### src/design/vcs_pkg.sv
// Shared types and constants of the voice command sequencer.
package vcs_pkg;

  typedef enum logic [2:0] {
    PH_RESET = 3'd0,
    PH_IDLE  = 3'd1,
    PH_HOT   = 3'd2,
    PH_LOC   = 3'd3,
    PH_SET   = 3'd4
  } phase_t;

  typedef enum logic [2:0] {
    REG_HIT_THRESHOLD    = 3'd0,
    REG_WAKE_CLASS       = 3'd1,
    REG_TIMEOUT_LIMIT_MS = 3'd2,
    REG_TICK_PERIOD_US   = 3'd3,
    REG_LOCATION_CLASSES = 3'd4,
    REG_LOCATION_LEDS    = 3'd5,
    REG_VALUE_CLASSES    = 3'd6,
    REG_ON_COLOR         = 3'd7
  } cfg_reg_t;

  localparam int CFG_INDEX_W = 3;
  localparam int CFG_DATA_W  = 32;

  localparam int TIMER_W = 16;
  localparam int SCORE_W = 16;
  localparam int CLASS_W = 6;
  localparam int PHASE_W = 3;
  localparam int LED_W   = 3;
  localparam int COLOR_W = 32;
  localparam int ELAPSED_W = 16;
  localparam int PERIOD_W  = 8;

  localparam int IN_DATA_W  = 40;
  localparam int OUT_DATA_W = 56;

  localparam int ENTRY_STRIDE = 6;
  localparam int LOC_SLOTS    = 5;
  localparam int LOC_IDX_W    = 3;

  // Elapsed microseconds and the exact divide by 1000.
  localparam int PROD_W     = TIMER_W + PERIOD_W;
  localparam int RECIP_W    = 25;
  localparam int DIV_SHIFT  = 34;
  localparam int MS_W       = 15;
  localparam logic [RECIP_W-1:0] DIV_RECIP = 25'd17179870;

  localparam logic [SCORE_W-1:0]   RST_HIT_THRESHOLD = 16'd32768;
  localparam logic [TIMER_W-1:0]   RST_TIMEOUT_MS    = 16'd4000;
  localparam logic [PERIOD_W-1:0]  RST_TICK_PERIOD   = 8'd1;
  localparam logic [14:0]          RST_LOCATION_LEDS = 15'd668;
  localparam logic [COLOR_W-1:0]   RST_ON_COLOR      = 32'hFFFF_FFFF;

endpackage

### src/design/voice_command_sequencer.sv
// Voice command sequencer: stream of classifier verdicts in, phase and set commands out.
//
//  channel  | direction | beat contents
//  ---------+-----------+-------------------------------------------------
//  s_axis   | in        | one verdict: timer_now, best_score, best_class
//  m_axis   | out       | one result per verdict: phase, elapsed, set command
//  cfg      | in        | one register write: index and data
//
// Every verdict passes the product, milliseconds and result registers, and one
// verdict is accepted in every cycle while the result side takes beats.
// The depth is set by the tick multiply and the reciprocal multiply for the
// divide by 1000, each followed by a register, before the phase update.
// Reset clears the phase and timing state and loads the register defaults.
// A stalled result beat holds the whole pipeline, and the input stalls with it.
module voice_command_sequencer #(
  parameter int LOCATION_COUNT = 5,
  parameter int CLASS_BITS     = 6
) (
  input  logic                               clk,
  input  logic                               rst,
  // timer_now [15:0], best_score [31:16], best_class [37:32], zeros above.
  input  logic [vcs_pkg::IN_DATA_W-1:0]      s_tdata,
  input  logic                               s_tvalid,
  output logic                               s_tready,
  // phase [2:0], led_index [5:3], set_color [37:6], elapsed_ms [53:38], zeros above.
  output logic [vcs_pkg::OUT_DATA_W-1:0]     m_tdata,
  // set_valid [0].
  output logic                               m_tuser,
  output logic                               m_tvalid,
  input  logic                               m_tready,
  input  logic                               cfg_valid,
  output logic                               cfg_ready,
  input  logic [vcs_pkg::CFG_INDEX_W-1:0]    cfg_index,
  input  logic [vcs_pkg::CFG_DATA_W-1:0]     cfg_data
);
  import vcs_pkg::*;

  logic [SCORE_W-1:0]   hit_threshold;
  logic [CLASS_W-1:0]   wake_class;
  logic [TIMER_W-1:0]   timeout_limit_ms;
  logic [PERIOD_W-1:0]  tick_period_us;
  logic [29:0]          location_classes;
  logic [14:0]          location_leds;
  logic [11:0]          value_classes;
  logic [COLOR_W-1:0]   on_color;

  logic                 advance;
  logic [TIMER_W-1:0]   prev_timer;
  logic [TIMER_W-1:0]   ticks;

  logic                 v1;
  logic [PROD_W-1:0]    prod1;
  logic [SCORE_W-1:0]   score1;
  logic [CLASS_W-1:0]   cls1;

  logic                 v2;
  logic [MS_W-1:0]      ms2;
  logic [SCORE_W-1:0]   score2;
  logic [CLASS_W-1:0]   cls2;
  logic [PROD_W+RECIP_W-1:0] recip_prod;

  phase_t               phase;
  phase_t               phase_next;
  logic [ELAPSED_W-1:0] elapsed;
  logic [ELAPSED_W-1:0] elapsed_next;
  logic [LOC_IDX_W-1:0] chosen_location;
  logic [LOC_IDX_W-1:0] chosen_location_next;
  logic                 chosen_value;
  logic                 chosen_value_next;

  logic                 hit;
  logic [ELAPSED_W:0]   acc_sum;
  logic [ELAPSED_W-1:0] acc_sat;
  logic                 wake_match;
  logic                 loc_found;
  logic [LOC_IDX_W-1:0] loc_idx;
  logic                 val0_match;
  logic                 val1_match;

  logic                 set_valid_c;
  logic [LED_W-1:0]     led_c;
  logic [COLOR_W-1:0]   color_c;

  logic                 out_valid;
  logic [PHASE_W-1:0]   out_phase;
  logic                 out_set_valid;
  logic [LED_W-1:0]     out_led;
  logic [COLOR_W-1:0]   out_color;
  logic [ELAPSED_W-1:0] out_elapsed;

  assign cfg_ready = 1'b1;

  always_ff @(posedge clk) begin
    if (rst) begin
      hit_threshold    <= RST_HIT_THRESHOLD;
      wake_class       <= '0;
      timeout_limit_ms <= RST_TIMEOUT_MS;
      tick_period_us   <= RST_TICK_PERIOD;
      location_classes <= '0;
      location_leds    <= RST_LOCATION_LEDS;
      value_classes    <= '0;
      on_color         <= RST_ON_COLOR;
    end else if (cfg_valid) begin
      unique case (cfg_index)
        REG_HIT_THRESHOLD:    hit_threshold    <= cfg_data[SCORE_W-1:0];
        REG_WAKE_CLASS:       wake_class       <= cfg_data[CLASS_W-1:0];
        REG_TIMEOUT_LIMIT_MS: timeout_limit_ms <= cfg_data[TIMER_W-1:0];
        REG_TICK_PERIOD_US:   tick_period_us   <= cfg_data[PERIOD_W-1:0];
        REG_LOCATION_CLASSES: location_classes <= cfg_data[29:0];
        REG_LOCATION_LEDS:    location_leds    <= cfg_data[14:0];
        REG_VALUE_CLASSES:    value_classes    <= cfg_data[11:0];
        REG_ON_COLOR:         on_color         <= cfg_data[COLOR_W-1:0];
        default: ;
      endcase
    end
  end

  assign advance  = !out_valid || m_tready;
  assign s_tready = advance;
  assign ticks    = s_tdata[TIMER_W-1:0] - prev_timer;

  always_ff @(posedge clk) begin
    if (rst) begin
      prev_timer <= '0;
      v1         <= 1'b0;
      v2         <= 1'b0;
    end else if (advance) begin
      v1 <= s_tvalid;
      v2 <= v1;
      if (s_tvalid) begin
        prev_timer <= s_tdata[TIMER_W-1:0];
      end
    end
  end

  assign recip_prod = (PROD_W+RECIP_W)'(prod1) * (PROD_W+RECIP_W)'(DIV_RECIP);

  always_ff @(posedge clk) begin
    if (advance) begin
      prod1  <= PROD_W'(tick_period_us) * PROD_W'(ticks);
      score1 <= s_tdata[TIMER_W +: SCORE_W];
      cls1   <= s_tdata[TIMER_W+SCORE_W +: CLASS_W];
      ms2    <= recip_prod[DIV_SHIFT +: MS_W];
      score2 <= score1;
      cls2   <= cls1;
    end
  end

  assign hit        = score2 > hit_threshold;
  assign acc_sum    = {1'b0, elapsed} + (ELAPSED_W+1)'(ms2);
  assign acc_sat    = acc_sum[ELAPSED_W] ? '1 : acc_sum[ELAPSED_W-1:0];
  assign wake_match = cls2[CLASS_BITS-1:0] == wake_class[CLASS_BITS-1:0];
  assign val0_match = value_classes[0 +: CLASS_BITS] == cls2[CLASS_BITS-1:0];
  assign val1_match = value_classes[ENTRY_STRIDE +: CLASS_BITS] == cls2[CLASS_BITS-1:0];

  always_comb begin
    loc_found = 1'b0;
    loc_idx   = '0;
    for (int i = LOCATION_COUNT - 1; i >= 0; i--) begin
      if (location_classes[i*ENTRY_STRIDE +: CLASS_BITS] == cls2[CLASS_BITS-1:0]) begin
        loc_found = 1'b1;
        loc_idx   = LOC_IDX_W'(i);
      end
    end
  end

  always_comb begin
    phase_next           = phase;
    elapsed_next         = elapsed;
    chosen_location_next = chosen_location;
    chosen_value_next    = chosen_value;
    unique case (phase)
      PH_IDLE: begin
        if (hit && wake_match) begin
          elapsed_next = '0;
          phase_next   = PH_HOT;
        end
      end
      PH_HOT: begin
        elapsed_next = acc_sat;
        if (hit) begin
          if (loc_found) begin
            chosen_location_next = loc_idx;
            elapsed_next         = '0;
            phase_next           = PH_LOC;
          end
        end else if (acc_sat > timeout_limit_ms) begin
          phase_next = PH_IDLE;
        end
      end
      PH_LOC: begin
        elapsed_next = acc_sat;
        if (hit) begin
          if (val0_match || val1_match) begin
            chosen_value_next = !val0_match;
            phase_next        = PH_SET;
          end
        end else if (acc_sat > timeout_limit_ms) begin
          phase_next = PH_IDLE;
        end
      end
      PH_SET: phase_next = PH_IDLE;
      default: phase_next = PH_IDLE;
    endcase
  end

  always_comb begin
    set_valid_c = (phase == PH_SET);
    led_c       = '0;
    color_c     = '0;
    if (set_valid_c) begin
      for (int j = 0; j < LOC_SLOTS; j++) begin
        if (chosen_location == LOC_IDX_W'(j)) begin
          led_c = location_leds[j*LED_W +: LED_W];
        end
      end
      color_c = chosen_value ? on_color : '0;
    end
  end

  always_ff @(posedge clk) begin
    if (rst) begin
      out_valid       <= 1'b0;
      phase           <= PH_RESET;
      elapsed         <= '0;
      chosen_location <= '0;
      chosen_value    <= 1'b0;
    end else if (advance) begin
      out_valid <= v2;
      if (v2) begin
        phase           <= phase_next;
        elapsed         <= elapsed_next;
        chosen_location <= chosen_location_next;
        chosen_value    <= chosen_value_next;
      end
    end
  end

  always_ff @(posedge clk) begin
    if (advance && v2) begin
      out_phase     <= phase_next;
      out_set_valid <= set_valid_c;
      out_led       <= led_c;
      out_color     <= color_c;
      out_elapsed   <= elapsed_next;
    end
  end

  assign m_tvalid = out_valid;
  assign m_tuser  = out_set_valid;
  assign m_tdata  = {2'b00, out_elapsed, out_color, out_led, out_phase};

endmodule

### config.mk
export PLATFORM = sky130hd
export DESIGN_NAME = voice_command_sequencer
export DESIGN_NICKNAME = d
export VERILOG_FILES = /design/src/design/vcs_pkg.sv /design/src/design/voice_command_sequencer.sv
export SDC_FILE = /design/constraint.sdc
export NUM_CORES = 1
export LEC_CHECK = 0
export BUFFER_PORTS_ARGS = -buffer_cell sky130_fd_sc_hd__clkbuf_2
export CAP_MARGIN = 20
export CORE_MARGIN = 5
export CORE_UTILIZATION = 25
export DETAILED_ROUTE_END_ITERATION = 12
export GPL_ROUTABILITY_DRIVEN = 0
export PLACE_DENSITY = 0.42
export SLEW_MARGIN = 20
export SYNTH_ARGS = -nofsm -noshare
export SYNTH_HDL_FRONTEND = slang
export SYNTH_SLANG_ARGS = --single-unit
export TNS_END_PERCENT = 30
### constraint.sdc
create_clock -name clk -period 8.2 [get_ports clk]
set_clock_uncertainty 0.15 [all_clocks]
set_input_delay 0 -clock clk [delete_from_list [all_inputs] [get_ports clk]]
set_output_delay 0 -clock clk [all_outputs]
set_load 0.05 [all_outputs]
==> results.py <==
metrics = {
    "run_status": {
        "status": "complete, no violations",
    },
    "clock_tree": {
        "cts-root-buf": "clkbuf_16",
        "insertion_delay_ps": 590,
        "cts_num_sinks": 315,
        "htree_levels": 2,
        "cts_resized": 0,
        "cts_buffers": 41,
        "cts_tree": "built",
        "clockBufferDepth": 3,
        "clk_pin_slew_ps": 50,
    },
    "grt": {
        "grt_usage_pct": 12.5,
        "grt.overflow.total": 0,
        "grt_first_pass_wirelength_um": 116000,
        "antenna_found_initial": 5,
        "first_global_vias": 20300,
        "grt_max_degree": 91,
    },
    "timing": {
        "holdWs_ps": 26.6,
        "report.final.slew_viol_count": 0,
        "setup_viol": 0,
        "max_freq_mhz": 145,
        "final.period_utilization_pct": 84.0,
        "grt_setup_unrepaired": "no",
        "slew_headroom_pct": 29.3,
        "period_needed_ps": 6890,
        "setup_tns_ps": 0,
        "worst_pin_slew_ps": 1060,
        "timing_hold_violations_final": 0,
    },
    "synth": {
        "ys_top_cells_by_area": "fa_1 19%, ha_1 17%, edfxtp_1 15%",
        "synth_area_leader_cell": "fa_1",
        "synthTopCellsByCount": "492 x inv_1, 389 x nand2_1, 361 x ha_1",
        "syn_area_um2": 27000,
        "synth_most_common_cell": "inv_1",
        "ys_async_sr_fraction_pct": 0,
        "syn_avg_cell_area_um2": 9.53,
        "ys.flop_type": "dfxtp_1",
        "yosysUniqueCellTypes": 71,
        "synth_warnings": 0,
        "synth_top_area_share_pct": 19.4,
        "ys_seq_elements": 315,
        "synth_edf_count": 138,
        "netlist_instances": 2834,
        "yosysSeqAreaShare_pct": 28.5,
    },
    "layout": {
        "areaGrowthSynthToFinish_pct": 18.9,
        "drive_gt1_share_pct": 8.08,
        "utilization_pct": 30.0,
        "stdcell_count": 4539,
        "nNetsFinal": 3802,
    },
    "route": {
        "dr_total_vias": 19300,
        "viasPerCell": 4.26,
        "first_pass_iters": 5,
        "drt-total-wl_um": 71700,
        "wl_per_cell_um": 15.8,
        "drt_iter0_markers": 876,
        "antenna_left": 0,
        "drcViolationCount": 0,
    },
    "die": {
        "rows": 120,
        "start_util_pct": 25.2,
        "die_x_um": 339,
        "core_um2": 107000,
        "fp.dieH_um": 339,
        "boundaryPins": 140,
        "dieArea_um2": 115000,
    },
    "critical_path": {
        "endpoint_kind": "flop",
        "worstSetupPathType": "flop to flop",
        "critPathArrivalTime_ps": 7070,
        "crit_path_max_fanout": 8,
        "crit_required_ps": 8380,
        "critPathLaunchType": "flop",
    },
    "placed_design": {
        "hpwl_um": 54300,
        "portBuffers": 134,
        "dp_cells": 4315,
    },
    "hold_path": {
        "min_path_type": "input port to flop",
    },
    "flow_run": {
        "max_cap_viol_count": 0,
    },
}
stage by stage:
step | cell area, um2 | setup slack (ps)
2_1_floorplan | 27000 | 1890
3_3_place_gp | 29300 | 1290
3_5_place_dp | 29300 | 1230
4_1_cts | 32100 | 1220
5_1_grt | 32100 | 664
6_report | 32100 | 1310
timing repair:
action,CTS,global route
endpoints found under the hold margin,179,0
buffers inserted,0,0
hold buffers,145,0
area by class of cell:
type	count	area [um2]
Timing Repair Buffer	303	2300
Inverter	492	1850
Multi-Input combinational cell	1947	17100
Tap cell	1403	1760
Fill cell	11400	75100
Antenna cell	3	7.51
Sequential cell	315	7690
Clock inverter	19	200
Clock buffer	57	1180
cells in the final DEF (no fill, tap or decap), types with 10 or more instances in the layout:
master,instances
inv_1,491
nand2_1,389
ha_1,361
fa_1,261
dfxtp_1,177
a21oi_1,176
dlygate4sd3_1,145
edfxtp_1,138
clkbuf_2,133
nor2_1,86
and2_1,81
xnor2_1,79
o21ai_0,66
nand3b_1,42
clkbuf_16,42
nor2b_1,39
a21o_1,39
and3_1,39
nor3_1,31
nand3_1,31
buf_4,25
nand2b_1,20
xor2_1,18
nand4_1,18
a211oi_1,17
o21a_1,17
a211o_1,11
a31oi_1,10
sequential cells by signal, indices dropped and copies added, names as in the netlist, 6 cells and up:
name              flops
score1               16
on_color             32
elapsed              16
cls2                  6
prev_timer           16
timeout_limit_ms     16
hit_threshold        16
location_classes     30
ms2                  15
prod1                24
score2               16
wake_class            6
location_leds        15
cls1                  6
out_color            32
value_classes        12
out_elapsed          16
tick_period_us        8
worst max-delay path, cell delays in order (launching register included):
cell and delay, ps:
dfxtp_1 320, ha_1 210, fa_1 400, nor2b_1 130, o21ai_0 100, a21boi_1 230
o21ai_1 150, a21oi_1 180, xor2_1 540, nand2_1 160, fa_1 540, inv_1 60
fa_1 480, fa_1 490, inv_1 50, fa_1 500, inv_1 60, ha_1 330
a21o_1 180, a21o_1 210, a21o_1 180, o21ai_1 210, a211oi_1 150, o41ai_2 370
mux2i_1 220, nor2_1 60
worst paths after layout:
path                            slack, ps          start  cells past startpoint         to
worst max register to register       1310  prev_timer[0]                     25  prod1[23]
worst min-delay path                   30       s_tvalid                      3         v1
worst max-delay path                 1310  prev_timer[0]                     25  prod1[23]
worst min register to register        260        cls1[2]                      0    cls2[2]
metal layers:
metal | track usage (%) | routed length [um]
met2 | 20.1 | 32100
met5 | 0 | 0
met4 | 2.53 | 1290
met3 | 1.69 | 2200
met1 | 18.0 | 36100
cells by family after synthesis:
| logic type | after synthesis | synth area share (%) |
|---|---|---|
| AO/OA/AOI/OAI | 398 | 8.99 |
| XOR/XNOR | 97 | 3.15 |
| adder cells (fa/ha/maj) | 622 | 36.1 |
| buffers and inverters | 573 | 8.19 |
| flip-flops | 315 | 28.5 |
| multiplexers | 13 | 0.626 |
| other | 2 | 0.0278 |
| AND/OR/NAND/NOR | 814 | 14.5 |
Power is not shown: default switching activity piles up to over one toggle a cycle in this logic, so the estimate is an artifact.
